<file path="src/hdl/tpss_pkg.sv">
// Shared widths, codes, reset values and the job word for the touch point scan and scale block.
package tpss_pkg;

   // Field widths
   localparam int SAMPLE_W    = 12;
   localparam int SIZE_W      = 16;
   localparam int PRESS_W     = 13;
   localparam int STEP_W      = 2;
   localparam int COUNT_W     = 4;
   localparam int ACC_W       = 16;
   localparam int PROD_W      = SAMPLE_W + SIZE_W;
   localparam int CSR_INDEX_W = 3;
   localparam int CSR_DATA_W  = 16;

   // Job queue between front and back
   localparam int QUEUE_DEPTH = 4;
   localparam int QUEUE_PTR_W = $clog2(QUEUE_DEPTH);

   localparam int AVERAGE_COUNT_DEFAULT = 10;

   // Full-scale ADC code
   localparam logic [SAMPLE_W-1:0] ADC_FULL = 12'd4095;

   // Calibration reset values
   localparam logic [SAMPLE_W-1:0] X_RAW_MIN_RESET = 12'd200;
   localparam logic [SAMPLE_W-1:0] X_RAW_MAX_RESET = 12'd3800;
   localparam logic [SAMPLE_W-1:0] Y_RAW_MIN_RESET = 12'd250;
   localparam logic [SAMPLE_W-1:0] Y_RAW_MAX_RESET = 12'd3700;
   localparam logic [SIZE_W-1:0]   WIDTH_Q8_RESET  = 16'd44032;
   localparam logic [SIZE_W-1:0]   HEIGHT_Q8_RESET = 16'd12800;

   // Scan steps
   localparam logic [STEP_W-1:0] STEP_X  = 2'd0;
   localparam logic [STEP_W-1:0] STEP_Y  = 2'd1;
   localparam logic [STEP_W-1:0] STEP_Z1 = 2'd2;
   localparam logic [STEP_W-1:0] STEP_Z2 = 2'd3;

   // Register indexes
   typedef enum logic [CSR_INDEX_W-1:0] {
      CSR_X_RAW_MIN = 3'd0,
      CSR_X_RAW_MAX = 3'd1,
      CSR_Y_RAW_MIN = 3'd2,
      CSR_Y_RAW_MAX = 3'd3,
      CSR_WIDTH_Q8  = 3'd4,
      CSR_HEIGHT_Q8 = 3'd5
   } csr_index_type;

   // What the back end has to do for one word
   typedef enum logic [1:0] {
      JOB_PLAIN = 2'd0,
      JOB_AXIS  = 2'd1,
      JOB_POINT = 2'd2
   } job_kind_type;

   // data: sample (plain axis), sum (filtered axis) or pressure (point)
   typedef struct packed {
      job_kind_type        kind;
      logic                axis_y;
      logic                filtered;
      logic [ACC_W-1:0]    data;
      logic [STEP_W-1:0]   next_step;
      logic                filter_on;
   } job_type;

endpackage

</file>
<file path="src/hdl/touch_point_scan_scale.sv">
// Four-wire resistive touch scan: averages X/Y samples, takes pressure, scales to Q8.8 mm.
// Every request word (ADC sample or button level) gives exactly one response word. The front
// end turns each word it takes into a job for a four-entry queue, so up to four words are
// taken back to back while the back end is busy. A plain job (button, intermediate filtered
// sample, z1) or a finished axis (one sample, or the mean of AVERAGE_COUNT samples formed by a
// reciprocal multiply) reaches the response register in the cycle after it leaves the queue.
// For the z2 sample that completes a point, each axis in turn starts the single serial
// divider in the back end, runs its iterations and collects the quotient, or skips the
// division when the value is at or below the calibrated minimum or the calibration span is
// empty. Calibration registers are written through the csr port and take effect at once;
// the user must write them only while the block is idle, which the block does not enforce.
module touch_point_scan_scale import tpss_pkg::*; #(
   parameter int AVERAGE_COUNT = AVERAGE_COUNT_DEFAULT
) (
   input  logic                   clock,
   input  logic                   reset,
   input  logic                   req_valid,
   output logic                   req_ready,
   input  logic                   req_opcode,
   input  logic [SAMPLE_W-1:0]    req_sample,
   input  logic                   req_button_level,
   output logic                   rsp_valid,
   input  logic                   rsp_ready,
   output logic [STEP_W-1:0]      rsp_next_step,
   output logic                   rsp_point_valid,
   output logic [SIZE_W-1:0]      rsp_x_mm_q8,
   output logic [SIZE_W-1:0]      rsp_y_mm_q8,
   output logic [PRESS_W-1:0]     rsp_pressure,
   output logic                   rsp_filter_on,
   input  logic                   csr_write_enable,
   input  logic [CSR_INDEX_W-1:0] csr_index,
   input  logic [CSR_DATA_W-1:0]  csr_write_data
);

   logic [SAMPLE_W-1:0] x_raw_min_ff;
   logic [SAMPLE_W-1:0] x_raw_max_ff;
   logic [SAMPLE_W-1:0] y_raw_min_ff;
   logic [SAMPLE_W-1:0] y_raw_max_ff;
   logic [SIZE_W-1:0]   width_q8_ff;
   logic [SIZE_W-1:0]   height_q8_ff;

   logic    front_valid;
   logic    front_ready;
   job_type front_job;
   logic    back_valid;
   logic    back_ready;
   job_type back_job;

   // Calibration registers; unknown indexes drop
   always_ff @(posedge clock) begin
      if (reset) begin
         x_raw_min_ff <= X_RAW_MIN_RESET;
         x_raw_max_ff <= X_RAW_MAX_RESET;
         y_raw_min_ff <= Y_RAW_MIN_RESET;
         y_raw_max_ff <= Y_RAW_MAX_RESET;
         width_q8_ff  <= WIDTH_Q8_RESET;
         height_q8_ff <= HEIGHT_Q8_RESET;
      end else if (csr_write_enable) begin
         unique case (csr_index)
            CSR_X_RAW_MIN: x_raw_min_ff <= csr_write_data[SAMPLE_W-1:0];
            CSR_X_RAW_MAX: x_raw_max_ff <= csr_write_data[SAMPLE_W-1:0];
            CSR_Y_RAW_MIN: y_raw_min_ff <= csr_write_data[SAMPLE_W-1:0];
            CSR_Y_RAW_MAX: y_raw_max_ff <= csr_write_data[SAMPLE_W-1:0];
            CSR_WIDTH_Q8:  width_q8_ff  <= csr_write_data[SIZE_W-1:0];
            CSR_HEIGHT_Q8: height_q8_ff <= csr_write_data[SIZE_W-1:0];
            default: ;
         endcase
      end
   end

   tpss_front #(
      .AVERAGE_COUNT (AVERAGE_COUNT)
   ) u_front (
      .clock            (clock),
      .reset            (reset),
      .req_valid        (req_valid),
      .req_ready        (req_ready),
      .req_opcode       (req_opcode),
      .req_sample       (req_sample),
      .req_button_level (req_button_level),
      .job_valid        (front_valid),
      .job_ready        (front_ready),
      .job              (front_job)
   );

   tpss_queue u_queue (
      .clock      (clock),
      .reset      (reset),
      .push_valid (front_valid),
      .push_ready (front_ready),
      .push_job   (front_job),
      .pop_valid  (back_valid),
      .pop_ready  (back_ready),
      .pop_job    (back_job)
   );

   tpss_back #(
      .AVERAGE_COUNT (AVERAGE_COUNT)
   ) u_back (
      .clock           (clock),
      .reset           (reset),
      .job_valid       (back_valid),
      .job_ready       (back_ready),
      .job             (back_job),
      .x_raw_min       (x_raw_min_ff),
      .x_raw_max       (x_raw_max_ff),
      .y_raw_min       (y_raw_min_ff),
      .y_raw_max       (y_raw_max_ff),
      .width_q8        (width_q8_ff),
      .height_q8       (height_q8_ff),
      .rsp_valid       (rsp_valid),
      .rsp_ready       (rsp_ready),
      .rsp_next_step   (rsp_next_step),
      .rsp_point_valid (rsp_point_valid),
      .rsp_x_mm_q8     (rsp_x_mm_q8),
      .rsp_y_mm_q8     (rsp_y_mm_q8),
      .rsp_pressure    (rsp_pressure),
      .rsp_filter_on   (rsp_filter_on)
   );

endmodule

</file>
<file path="src/hdl/tpss_front.sv">
// Front end: accepts words, tracks scan step, averaging and filter button, emits jobs.
module tpss_front import tpss_pkg::*; #(
   parameter int AVERAGE_COUNT = AVERAGE_COUNT_DEFAULT
) (
   input  logic                clock,
   input  logic                reset,
   input  logic                req_valid,
   output logic                req_ready,
   input  logic                req_opcode,
   input  logic [SAMPLE_W-1:0] req_sample,
   input  logic                req_button_level,
   output logic                job_valid,
   input  logic                job_ready,
   output job_type             job
);

   localparam logic [COUNT_W-1:0] AVG_LAST = COUNT_W'(AVERAGE_COUNT);

   logic [STEP_W-1:0]   step_ff, step_in;
   logic [COUNT_W-1:0]  count_ff, count_in;
   logic [ACC_W-1:0]    acc_ff, acc_in;
   logic [SAMPLE_W-1:0] first_ff, first_in;
   logic                filter_mode_ff, filter_mode_in;
   logic                axis_filter_ff, axis_filter_in;
   logic                last_button_ff, last_button_in;

   logic                axis_filter_now;
   logic [ACC_W-1:0]    acc_sum;
   logic [COUNT_W-1:0]  count_next;
   logic [PRESS_W:0]    press_sum;

   assign req_ready = job_ready;
   assign job_valid = req_valid;

   assign axis_filter_now = (count_ff == '0) ? filter_mode_ff : axis_filter_ff;
   assign acc_sum         = acc_ff + ACC_W'(req_sample);
   assign count_next      = count_ff + 1'b1;
   assign press_sum       = (PRESS_W+1)'(ADC_FULL) + (PRESS_W+1)'(first_ff)
                            - (PRESS_W+1)'(req_sample);

   // Classify the word and work out the next state
   always_comb begin
      step_in        = step_ff;
      count_in       = count_ff;
      acc_in         = acc_ff;
      first_in       = first_ff;
      filter_mode_in = filter_mode_ff;
      axis_filter_in = axis_filter_ff;
      last_button_in = last_button_ff;
      job            = '0;
      job.kind       = JOB_PLAIN;

      if (req_opcode) begin
         // falling edge of the button flips the filter
         if (last_button_ff && !req_button_level) begin
            filter_mode_in = ~filter_mode_ff;
         end
         last_button_in = req_button_level;
      end else begin
         unique case (step_ff)
            STEP_X, STEP_Y: begin
               axis_filter_in = axis_filter_now;
               job.axis_y     = (step_ff == STEP_Y);
               if (axis_filter_now) begin
                  if (count_next >= AVG_LAST) begin
                     job.kind     = JOB_AXIS;
                     job.filtered = 1'b1;
                     job.data     = acc_sum;
                     acc_in       = '0;
                     count_in     = '0;
                     step_in      = step_ff + 1'b1;
                  end else begin
                     acc_in   = acc_sum;
                     count_in = count_next;
                  end
               end else begin
                  job.kind = JOB_AXIS;
                  job.data = ACC_W'(req_sample);
                  step_in  = step_ff + 1'b1;
               end
            end
            STEP_Z1: begin
               first_in = req_sample;
               step_in  = STEP_Z2;
            end
            default: begin
               job.kind = JOB_POINT;
               job.data = ACC_W'(press_sum[PRESS_W-1:0]);
               step_in  = STEP_X;
            end
         endcase
      end

      job.next_step = step_in;
      job.filter_on = filter_mode_in;
   end

   // Advance state on each accepted word
   always_ff @(posedge clock) begin
      if (reset) begin
         step_ff        <= STEP_X;
         count_ff       <= '0;
         acc_ff         <= '0;
         first_ff       <= '0;
         filter_mode_ff <= 1'b0;
         axis_filter_ff <= 1'b0;
         last_button_ff <= 1'b1;
      end else if (req_valid && req_ready) begin
         step_ff        <= step_in;
         count_ff       <= count_in;
         acc_ff         <= acc_in;
         first_ff       <= first_in;
         filter_mode_ff <= filter_mode_in;
         axis_filter_ff <= axis_filter_in;
         last_button_ff <= last_button_in;
      end
   end

endmodule

</file>
<file path="src/hdl/tpss_queue.sv">
// Small job queue that decouples the front end from the back end.
module tpss_queue import tpss_pkg::*; (
   input  logic    clock,
   input  logic    reset,
   input  logic    push_valid,
   output logic    push_ready,
   input  job_type push_job,
   output logic    pop_valid,
   input  logic    pop_ready,
   output job_type pop_job
);

   job_type                entries_ff [QUEUE_DEPTH];
   logic [QUEUE_PTR_W-1:0] wr_ptr_ff;
   logic [QUEUE_PTR_W-1:0] rd_ptr_ff;
   logic [QUEUE_PTR_W:0]   count_ff;
   logic                   push;
   logic                   pop;

   assign push_ready = (count_ff != (QUEUE_PTR_W+1)'(QUEUE_DEPTH));
   assign pop_valid  = (count_ff != '0);
   assign pop_job    = entries_ff[rd_ptr_ff];
   assign push       = push_valid && push_ready;
   assign pop        = pop_valid && pop_ready;

   // Track pointers and fill level
   always_ff @(posedge clock) begin
      if (reset) begin
         wr_ptr_ff <= '0;
         rd_ptr_ff <= '0;
         count_ff  <= '0;
      end else begin
         if (push) begin
            wr_ptr_ff <= wr_ptr_ff + 1'b1;
         end
         if (pop) begin
            rd_ptr_ff <= rd_ptr_ff + 1'b1;
         end
         if (push && !pop) begin
            count_ff <= count_ff + 1'b1;
         end else if (pop && !push) begin
            count_ff <= count_ff - 1'b1;
         end
      end
   end

   // Store pushed words
   always_ff @(posedge clock) begin
      if (push) begin
         entries_ff[wr_ptr_ff] <= push_job;
      end
   end

endmodule

</file>
<file path="src/hdl/tpss_div.sv">
// Restoring serial divider: one quotient bit per cycle.
module tpss_div import tpss_pkg::*; (
   input  logic                clock,
   input  logic                reset,
   input  logic                start,
   input  logic [PROD_W-1:0]   dividend,
   input  logic [SAMPLE_W-1:0] divisor,
   output logic                done,
   output logic [PROD_W-1:0]   quotient
);

   localparam int CNT_W = $clog2(PROD_W + 1);

   logic                busy_ff;
   logic                done_ff;
   logic [CNT_W-1:0]    cnt_ff;
   logic [SAMPLE_W-1:0] rem_ff;
   logic [SAMPLE_W-1:0] div_ff;
   logic [PROD_W-1:0]   quo_ff;

   logic [SAMPLE_W:0]   trial;
   logic [SAMPLE_W:0]   diff;
   logic                fits;

   assign trial    = {rem_ff, quo_ff[PROD_W-1]};
   assign fits     = (trial >= {1'b0, div_ff});
   assign diff     = trial - {1'b0, div_ff};
   assign done     = done_ff;
   assign quotient = quo_ff;

   // Sequence the iterations
   always_ff @(posedge clock) begin
      if (reset) begin
         busy_ff <= 1'b0;
         done_ff <= 1'b0;
         cnt_ff  <= '0;
      end else begin
         done_ff <= 1'b0;
         if (start) begin
            busy_ff <= 1'b1;
            cnt_ff  <= '0;
         end else if (busy_ff) begin
            cnt_ff <= cnt_ff + 1'b1;
            if (cnt_ff == CNT_W'(PROD_W - 1)) begin
               busy_ff <= 1'b0;
               done_ff <= 1'b1;
            end
         end
      end
   end

   // Shift in one dividend bit, subtract where it fits
   always_ff @(posedge clock) begin
      if (start) begin
         rem_ff <= '0;
         quo_ff <= dividend;
         div_ff <= divisor;
      end else if (busy_ff) begin
         rem_ff <= fits ? diff[SAMPLE_W-1:0] : trial[SAMPLE_W-1:0];
         quo_ff <= {quo_ff[PROD_W-2:0], fits};
      end
   end

endmodule

</file>
<file path="src/hdl/tpss_back.sv">
// Back end: averages, scales both axes to millimetres and drives the result register.
module tpss_back import tpss_pkg::*; #(
   parameter int AVERAGE_COUNT = AVERAGE_COUNT_DEFAULT
) (
   input  logic                clock,
   input  logic                reset,
   input  logic                job_valid,
   output logic                job_ready,
   input  job_type             job,
   input  logic [SAMPLE_W-1:0] x_raw_min,
   input  logic [SAMPLE_W-1:0] x_raw_max,
   input  logic [SAMPLE_W-1:0] y_raw_min,
   input  logic [SAMPLE_W-1:0] y_raw_max,
   input  logic [SIZE_W-1:0]   width_q8,
   input  logic [SIZE_W-1:0]   height_q8,
   output logic                rsp_valid,
   input  logic                rsp_ready,
   output logic [STEP_W-1:0]   rsp_next_step,
   output logic                rsp_point_valid,
   output logic [SIZE_W-1:0]   rsp_x_mm_q8,
   output logic [SIZE_W-1:0]   rsp_y_mm_q8,
   output logic [PRESS_W-1:0]  rsp_pressure,
   output logic                rsp_filter_on
);

   // Exact reciprocal of AVERAGE_COUNT for any 16-bit sum
   localparam int RECIP_SHIFT = ACC_W + $clog2(AVERAGE_COUNT);
   localparam int RECIP_W     = ACC_W + 2;
   localparam int AVG_PROD_W  = ACC_W + RECIP_W;
   localparam logic [RECIP_W-1:0] RECIP_MULT =
      RECIP_W'(((1 << RECIP_SHIFT) + AVERAGE_COUNT - 1) / AVERAGE_COUNT);

   typedef enum logic [1:0] {
      ST_IDLE,
      ST_MUL,
      ST_DIV
   } state_type;

   state_type           state_ff;
   logic                axis_y_ff;
   logic [SAMPLE_W-1:0] raw_x_ff;
   logic [SAMPLE_W-1:0] raw_y_ff;
   logic [SIZE_W-1:0]   x_res_ff;
   logic [STEP_W-1:0]   hold_step_ff;
   logic                hold_filter_ff;
   logic [PRESS_W-1:0]  hold_press_ff;

   logic                rsp_valid_ff;
   logic [STEP_W-1:0]   next_step_ff;
   logic                point_valid_ff;
   logic [SIZE_W-1:0]   x_mm_ff;
   logic [SIZE_W-1:0]   y_mm_ff;
   logic [PRESS_W-1:0]  pressure_ff;
   logic                filter_on_ff;

   logic                take;
   logic [AVG_PROD_W-1:0] avg_product;
   logic [SAMPLE_W-1:0] axis_val;
   logic [SAMPLE_W-1:0] lo;
   logic [SAMPLE_W-1:0] hi;
   logic [SIZE_W-1:0]   size;
   logic [SAMPLE_W-1:0] v;
   logic                zero_case;
   logic [SAMPLE_W-1:0] span;
   logic [PROD_W-1:0]   product;
   logic [SIZE_W-1:0]   clamped;

   logic                div_start;
   logic [PROD_W-1:0]   div_dividend;
   logic [SAMPLE_W-1:0] div_divisor;
   logic                div_done;
   logic [PROD_W-1:0]   div_quotient;

   assign job_ready = (state_ff == ST_IDLE) && (!rsp_valid_ff || rsp_ready);
   assign take      = job_valid && job_ready;

   // Mean of a filtered axis by reciprocal multiplication, else the single sample
   assign avg_product = AVG_PROD_W'(job.data) * AVG_PROD_W'(RECIP_MULT);
   assign axis_val    = job.filtered ? avg_product[RECIP_SHIFT +: SAMPLE_W]
                                     : job.data[SAMPLE_W-1:0];

   // Select calibration of the axis being scaled
   assign lo        = axis_y_ff ? y_raw_min : x_raw_min;
   assign hi        = axis_y_ff ? y_raw_max : x_raw_max;
   assign size      = axis_y_ff ? height_q8 : width_q8;
   assign v         = axis_y_ff ? raw_y_ff  : raw_x_ff;
   assign zero_case = (hi <= lo) || (v <= lo);
   assign span      = hi - lo;
   assign product   = PROD_W'(v - lo) * PROD_W'(size);
   assign clamped   = (div_quotient > PROD_W'(size)) ? size : div_quotient[SIZE_W-1:0];

   // Feed the divider for scaling
   assign div_start    = (state_ff == ST_MUL) && !zero_case;
   assign div_dividend = product;
   assign div_divisor  = span;

   tpss_div u_div (
      .clock    (clock),
      .reset    (reset),
      .start    (div_start),
      .dividend (div_dividend),
      .divisor  (div_divisor),
      .done     (div_done),
      .quotient (div_quotient)
   );

   // Sequence jobs and load the result register
   always_ff @(posedge clock) begin
      if (reset) begin
         state_ff     <= ST_IDLE;
         rsp_valid_ff <= 1'b0;
         axis_y_ff    <= 1'b0;
         raw_x_ff     <= '0;
         raw_y_ff     <= '0;
      end else begin
         if (rsp_valid_ff && rsp_ready) begin
            rsp_valid_ff <= 1'b0;
         end
         unique case (state_ff)
            ST_IDLE: begin
               if (take) begin
                  hold_step_ff   <= job.next_step;
                  hold_filter_ff <= job.filter_on;
                  hold_press_ff  <= job.data[PRESS_W-1:0];
                  unique case (job.kind)
                     JOB_AXIS: begin
                        // inverted value: 4095 - q equals ~q on 12 bits
                        if (job.axis_y) begin
                           raw_y_ff <= ~axis_val;
                        end else begin
                           raw_x_ff <= ~axis_val;
                        end
                        rsp_valid_ff   <= 1'b1;
                        next_step_ff   <= job.next_step;
                        point_valid_ff <= 1'b0;
                        x_mm_ff        <= '0;
                        y_mm_ff        <= '0;
                        pressure_ff    <= '0;
                        filter_on_ff   <= job.filter_on;
                     end
                     JOB_POINT: begin
                        axis_y_ff <= 1'b0;
                        state_ff  <= ST_MUL;
                     end
                     default: begin
                        rsp_valid_ff   <= 1'b1;
                        next_step_ff   <= job.next_step;
                        point_valid_ff <= 1'b0;
                        x_mm_ff        <= '0;
                        y_mm_ff        <= '0;
                        pressure_ff    <= '0;
                        filter_on_ff   <= job.filter_on;
                     end
                  endcase
               end
            end
            ST_MUL: begin
               // out-of-range or bad calibration gives zero, no division
               if (zero_case) begin
                  if (axis_y_ff) begin
                     rsp_valid_ff   <= 1'b1;
                     next_step_ff   <= hold_step_ff;
                     point_valid_ff <= 1'b1;
                     x_mm_ff        <= x_res_ff;
                     y_mm_ff        <= '0;
                     pressure_ff    <= hold_press_ff;
                     filter_on_ff   <= hold_filter_ff;
                     state_ff       <= ST_IDLE;
                  end else begin
                     x_res_ff  <= '0;
                     axis_y_ff <= 1'b1;
                  end
               end else begin
                  state_ff <= ST_DIV;
               end
            end
            ST_DIV: begin
               if (div_done) begin
                  if (axis_y_ff) begin
                     rsp_valid_ff   <= 1'b1;
                     next_step_ff   <= hold_step_ff;
                     point_valid_ff <= 1'b1;
                     x_mm_ff        <= x_res_ff;
                     y_mm_ff        <= clamped;
                     pressure_ff    <= hold_press_ff;
                     filter_on_ff   <= hold_filter_ff;
                     state_ff       <= ST_IDLE;
                  end else begin
                     x_res_ff  <= clamped;
                     axis_y_ff <= 1'b1;
                     state_ff  <= ST_MUL;
                  end
               end
            end
            default: begin
               state_ff <= ST_IDLE;
            end
         endcase
      end
   end

   assign rsp_valid       = rsp_valid_ff;
   assign rsp_next_step   = next_step_ff;
   assign rsp_point_valid = point_valid_ff;
   assign rsp_x_mm_q8     = x_mm_ff;
   assign rsp_y_mm_q8     = y_mm_ff;
   assign rsp_pressure    = pressure_ff;
   assign rsp_filter_on   = filter_on_ff;

endmodule

</file>
<file path="config.mk">
export PLATFORM = sky130hd
export DESIGN_NAME = touch_point_scan_scale
export DESIGN_NICKNAME = d
export VERILOG_FILES = /design/src/hdl/tpss_pkg.sv /design/src/hdl/touch_point_scan_scale.sv /design/src/hdl/tpss_front.sv /design/src/hdl/tpss_queue.sv /design/src/hdl/tpss_div.sv /design/src/hdl/tpss_back.sv
export SDC_FILE = /design/constraint.sdc
export NUM_CORES = 2
export LEC_CHECK = 0
export BUFFER_PORTS_ARGS = -buffer_cell sky130_fd_sc_hd__buf_4
export CAP_MARGIN = 20
export CORE_UTILIZATION = 25
export DETAILED_ROUTE_END_ITERATION = 7
export GPL_ROUTABILITY_DRIVEN = 0
export GPL_TIMING_DRIVEN = 0
export PLACE_DENSITY_LB_ADDON = 0.3
export SETUP_SLACK_MARGIN = 0.3
export SYNTH_ARGS = -nofsm -noshare
export SYNTH_HDL_FRONTEND = slang
export SYNTH_SLANG_ARGS = --single-unit
</file>
<file path="constraint.sdc">
create_clock -name clock -period 11.9 [get_ports clock]
set_clock_uncertainty 0.15 [all_clocks]
set_input_delay 1.785 -clock clock [delete_from_list [all_inputs] [get_ports clock]]
set_output_delay 1.785 -clock clock [all_outputs]
set_load 0.005 [all_outputs]
</file>
# Word-level counts from Yosys, hierarchy flattened
# Memory sizes are Yosys's and may differ from the RTL's. A register that Yosys moved wholly into a read port is not among the register bits.
# Index checks and enable logic that the tools add are counted.
# W data, S select, Z words.
# word_totals
elab_cells	228
in_bits	38
reg_bits	292
ramBits	92
mem_count	1
# classes
n_addsub	13
muxes	96
n_lt_le_gt_ge	5
bitwise_logic	6
n_reduce_logical	45
mul	2
eq_ne	23
# memory_table
name	words	word_bits	read_ports	rd_clocked_by_memory_dff	wr	line_no	source
u_queue.entries_ff	4	23	1	1	1	tpss_queue.sv:13	job_type entries_ff [QUEUE_DEPTH];
# ops
op	n
$mux W16	17
$pmux W16 S3	2
$mux W13	5
$pmux W16 S2	2
$mux W12	5
$mux W28	2
$pmux W13 S3	1
$mux W1	33
$mux W2	16
$mul A16 B16 Y31 const B	1
$gt A28 B16 Y1	1
$mul A28 B16 Y28	1
$le A12 B12 Y1	2
$sub A12 B12 Y12	2
$mux W20	1
$mux W17	1
$add A16 B12 Y16	1
$reduce_and A4 Y1	4
$reduce_and A2 Y1	7
$add A12 B12 Y13 const A	1
$ge A13 B12 Y1	1
$sub A12 B12 Y13	1
$sub A13 B12 Y13	1
$ne A2 B2 Y1 const B	6
36 further kinds	76

# Longest topological paths before layout
# logic_depth
word_depth	7
ltp_mapped	41
depth_no_buf	37

# Modules after synthesis
# Synthesis repeated with hierarchy kept, for this count alone.
# unflattened
cells_unflattened	2958
area_unflattened_um2	30905.9
# by_module_without_submodules
mod	n_inst	cells_each	area_each_um2
tpss_back	1	1822	17634.4
tpss_queue	1	168	3833.7
touch_point_scan_scale	1	304	3214.3
tpss_front	1	409	3213.1
tpss_div	1	255	3010.4

# Worst setup path before layout
# Ideal clock, no wire load.
# synth_path
path_type	register to register
from	reg u_back.axis_y_ff
to	reg u_back.u_div.quo_ff[26], in the netlist u_back.u_div.quotient[26] (data pin)
required_time_ns	11.486
t_arrival_ns	9.676
setup_ns	0.264
synth_period_minus_slack_ns	10.090
setup_slack_ns	1.810
path_stages_with_launch	39
path_cell_list	dfxtp_1 -> clkbuf_1 -> clkbuf_1 -> buf_1 -> clkbuf_1 -> mux2i_1 -> ha_1 -> inv_1 -> fa_1 -> a21o_1 -> a21oi_2 -> o21bai_1 -> a21oi_2 -> o21bai_1 -> a21oi_1 -> o21ai_0 -> a21oi_1 -> xor2_1 -> [3 not listed] -> fa_1 -> inv_1 -> fa_1 -> fa_1 -> fa_1 -> inv_1 -> fa_1 -> inv_1 -> ha_1 -> a211oi_1 -> nand3_1 -> a21oi_1 -> o31a_1 -> o21ai_1 -> or4_1 -> a31oi_1 -> xor2_1 -> o21ai_1
# synth_via
elab_chain_cells	6
elab_cells_between_ends	12
# synth_rtl
element	line_no	source
start, declared	tpss_back.sv:40	logic axis_y_ff;
start signal, assigned	tpss_back.sv:112	axis_y_ff <= 1'b0;
start signal, assigned	tpss_back.sv:142	axis_y_ff <= 1'b0;
start signal, assigned	tpss_back.sv:171	axis_y_ff <= 1'b1;
parallel branches: the longest is 5 deep, another holds $mul A28 B16 Y28	--	
$mux W28 (*)	tpss_div.sv:54	if (start) begin
end signal, assigned	tpss_div.sv:56	quo_ff <= dividend;
end signal, assigned	tpss_div.sv:60	quo_ff <= {quo_ff[PROD_W-2:0], fits};
end, declared	tpss_div.sv:19	logic [PROD_W-1:0] quo_ff;
# Every way passes the cells marked *.
# A chain may end at the register's enable or synchronous reset.

# Worst setup path in the final report
# Ends and elaborated chain as after synthesis.

==> run summary <==
The flow ran to the end, and the final reports show no timing, DRC or antenna violations. The longest individual stage delay on the worst path came out at 560 ps. The first detailed-routing pass took 5 iterations. Counting stages on the worst path, the most repeated cell is sky130_fd_sc_hd__fa_1. Summed over all nets, the half-perimeter wirelength after detailed placement is 68500 um. The proportion of register bits with asynchronous set or reset after synthesis works out to 0%.

The count of final hold-check violations is 0. The tools report the number of hold buffers added after cts as 0. The worst setup path is launched from a flip-flop. Buffers inserted during clock tree synthesis total 46.

The logs give 89 for the I/O pin count and 25.3% for the initial core utilization. Setup repair after global routing left no endpoint under its margin. Headroom to the max-slew limit came out at 26.7%. The per-instance average area after synthesis was 10.0 um^2. For the setup violation total in the final timing report, the log shows 0. The run gives 85400 um as the post-detailed-routing wire length. Dividing the final minimum period by the clock period gives 93.1%. The logs give 0.0903 GHz for the upper clock frequency limit and 0 for the number of remaining DRC errors.

The clock drives 386 sinks. Synthesis produced a netlist with a net count of 3706. The reported max-cap violation count came out at 0. At the worst endpoint, the arrival time is 11270 ps.

The Yosys step of the flow raised 0 warnings. The area growth from synthesis to layout is 14.7%. The global-route congestion overflow total is 0, and the clock tree buffer depth is 3. The number of global-route vias before repair was 22000; the number of enable flip-flop cells after synthesis was 213. The global routing usage summed across all routing layers is 13.7%, and the clock-pin slew reported for the worst setup and hold paths after clock tree synthesis is 60 ps.

Summed over all failing endpoints, the final setup total negative slack is 0 ps. Yosys mapped the design onto 76 distinct sky130hd cell types. The minimum clock period was 11070 ps.

In this run the worst path has a maximum fanout of 10. In the layout the commonest cells are sky130_fd_sc_hd__inv_1 (475), sky130_fd_sc_hd__nand2_1 (349), sky130_fd_sc_hd__fa_1 (301). The floorplan die width is 354 um. For this design, the slowest cell found on the critical path is sky130_fd_sc_hd__fa_1. The detailed router finished its first iteration with 1273 violations. The most used flip-flop cell after synthesis is sky130_fd_sc_hd__edfxtp_1.

The via count came out at 21700. The count of buffers added on input and output ports is 88. For the netlist area before placement, the log shows 31000 um^2. The leading cell type in the layout, fill and taps excluded was sky130_fd_sc_hd__inv_1. The logs give 122000 um^2 for the area of the core and 0 for the remaining antenna violation count. The finished cells cover 35500 um^2. The register cell area after layout was 9860 um^2; the mean routed wirelength per cell was 17.4 um.

At the pin with the least slew margin, the transition time is 1070 ps. Master cell of the clock root buffer: sky130_fd_sc_hd__clkbuf_16. The filler cells instantiated in the layout total 12900.

Dividing the detail-routed via count by the number of cells gives 4.43. The largest net degree at the start of global routing is 23, and the CTS H-tree depth is 2. For the worst setup path, the data required time is 12090 ps.

Final-report max-slew violation count: 0. STA classifies the critical path endpoint as a flip-flop. TritonCTS built the clock tree. The number of flip-flops and latches in the synthesized netlist works out to 386. After the last flow step, the layout net total stands at 3858. Summing the sequential cell areas from Yosys gives 31.8% of the chip area. The type of the worst setup path is flip-flop to flip-flop.

The worst hold path belongs to the class flip-flop to flip-flop. The floorplan step defined a die boundary enclosing 125000 um^2. For the area of placed instances, the log shows 33900 um^2.

The multi-input combinational cells in the finished layout cover a total of 19000 um^2. The share of layout cells above drive strength 1 came out at 8.76%. The floorplan row count is 128, and the final-layout worst hold slack is 301 ps. The die boundary height is 354 um, and the global-route wire length before repair is 133000 um. The cell count after synthesis came out at 3087. The number of antenna violations at the first check in global routing is 16, and the clock latency on the worst-skew pair is 620 ps.
worst max-delay path, delay by kind of cell (launching register included):
family	cells	cell delay, ps
simple gates	3	650
buf+inv	10	1680
xor+xnor	2	590
compound gates	14	2870
flops	1	310
fa+ha+maj	9	4210
mux	1	310
routing by layer:
layer  global-route usage, %  share of wire, %  up-vias
met1                    20.0                50    10700
li1                        -                 -    10500
met5                       0              0.19        -
met4                    2.44               1.6       30
met3                    2.82               5.4      101
met2                    20.9                43      383
repair_timing:
action | in CTS | in global routing
endpoints found under the setup margin | 11 | 5
resized for setup | 9 | 9
setup buffers | 0 | 1
pin swaps | 0 | 1
kinds of logic (layout without fill, tap and decap cells):
kind of cell             count (synthesis)  count (layout)  synth area share [%]
buffers and inverters                  578             767                  7.04
other                                    0               1                     0
adder cells (fa/ha/maj)                581             581                  30.8
XOR/XNOR                               120             120                  3.39
AO/OA/AOI/OAI                          421             421                  8.66
multiplexers                           146             146                  5.80
flip-flops                             386             386                  31.8
AND/OR/NAND/NOR                        855             855                  12.5
per-stage QoR:
step                      worst slack [ps]  cells  util (%)
final                                  827   4902      29.0
after global routing                   294   4902      29.0
after CTS                              314   4897      29.0
after detailed placement              -715   4812      27.7
after global placement               -1120   4800      27.5
after floorplan                       1810   3087         -
final timing paths:
path,from,end,slack (ps),depth (start not counted)
worst min register to register,width_q8_ff[2]$_SDFFE_PP0P_,width_q8_ff[2]$_SDFFE_PP0P_,300,2
worst max-delay path,u_back.axis_y_ff$_SDFFE_PP0P_,u_back.u_div.quotient[26]$_DFFE_PP_,830,39
worst min-delay path,width_q8_ff[2]$_SDFFE_PP0P_,width_q8_ff[2]$_SDFFE_PP0P_,300,2
worst max register to register,u_back.axis_y_ff$_SDFFE_PP0P_,u_back.u_div.quotient[26]$_DFFE_PP_,830,39
cell type report:
| class | instances | area share [%] |
|---|---|---|
| clock inverters | 22 | 0.849 |
| inverters | 482 | 5.09 |
| repair buffers | 104 | 2.50 |
| flip-flops and latches | 386 | 27.7 |
| multi-input cells | 2123 | 53.4 |
| clock buffers | 63 | 3.59 |
| plain buffers | 96 | 1.08 |
| diodes | 1 | 0.00704 |
| well taps | 1625 | 5.72 |
registers in the layout (all words and copies together), names as in the netlist, 13 cells and up, named ones only:
name and count:
u_back.hold_press_ff 13, u_queue.entries_ff 92, height_q8_ff 16, u_back.rsp_x_mm_q8 16
width_q8_ff 16, u_back.u_div.quotient 28, u_back.rsp_y_mm_q8 16, u_back.rsp_pressure 13
u_back.x_res_ff 16, u_front.acc_ff 16
synthesized netlist by cell type (all sizes together) (7+ instances only):
cell type  instances  area share [%]
xor2              45             1.3
a22oi             14            0.34
fa               301              19
mux4              23             1.7
o211ai             7            0.19
mux2i             85             2.7
nand3             23            0.37
nor3              24            0.39
a221oi            13            0.39
nand2            350             4.3
nor2             257             3.1
a211oi            22            0.53
dfxtp            173              11
and2              14            0.28
and3              10            0.20
ha               280              11
buf               17            0.25
a21oi            162             2.7
clkbuf            79            0.96
o21a              13            0.31
o21bai            13            0.31
nand3b            41            0.99
o21ai             78             1.3
a21boi             8            0.21
xnor2             75             2.1
inv              478             5.8
o31ai              7            0.21
edfxtp           213              21
or2               11            0.22
nor2b             67             1.4
a21o              41            0.99
a211o              9            0.25
mux2              38             1.4
nand4             12            0.24
nand2b            16            0.32
Power is not shown: default switching activity piles up to over one toggle a cycle in this logic, so the estimate is an artifact.
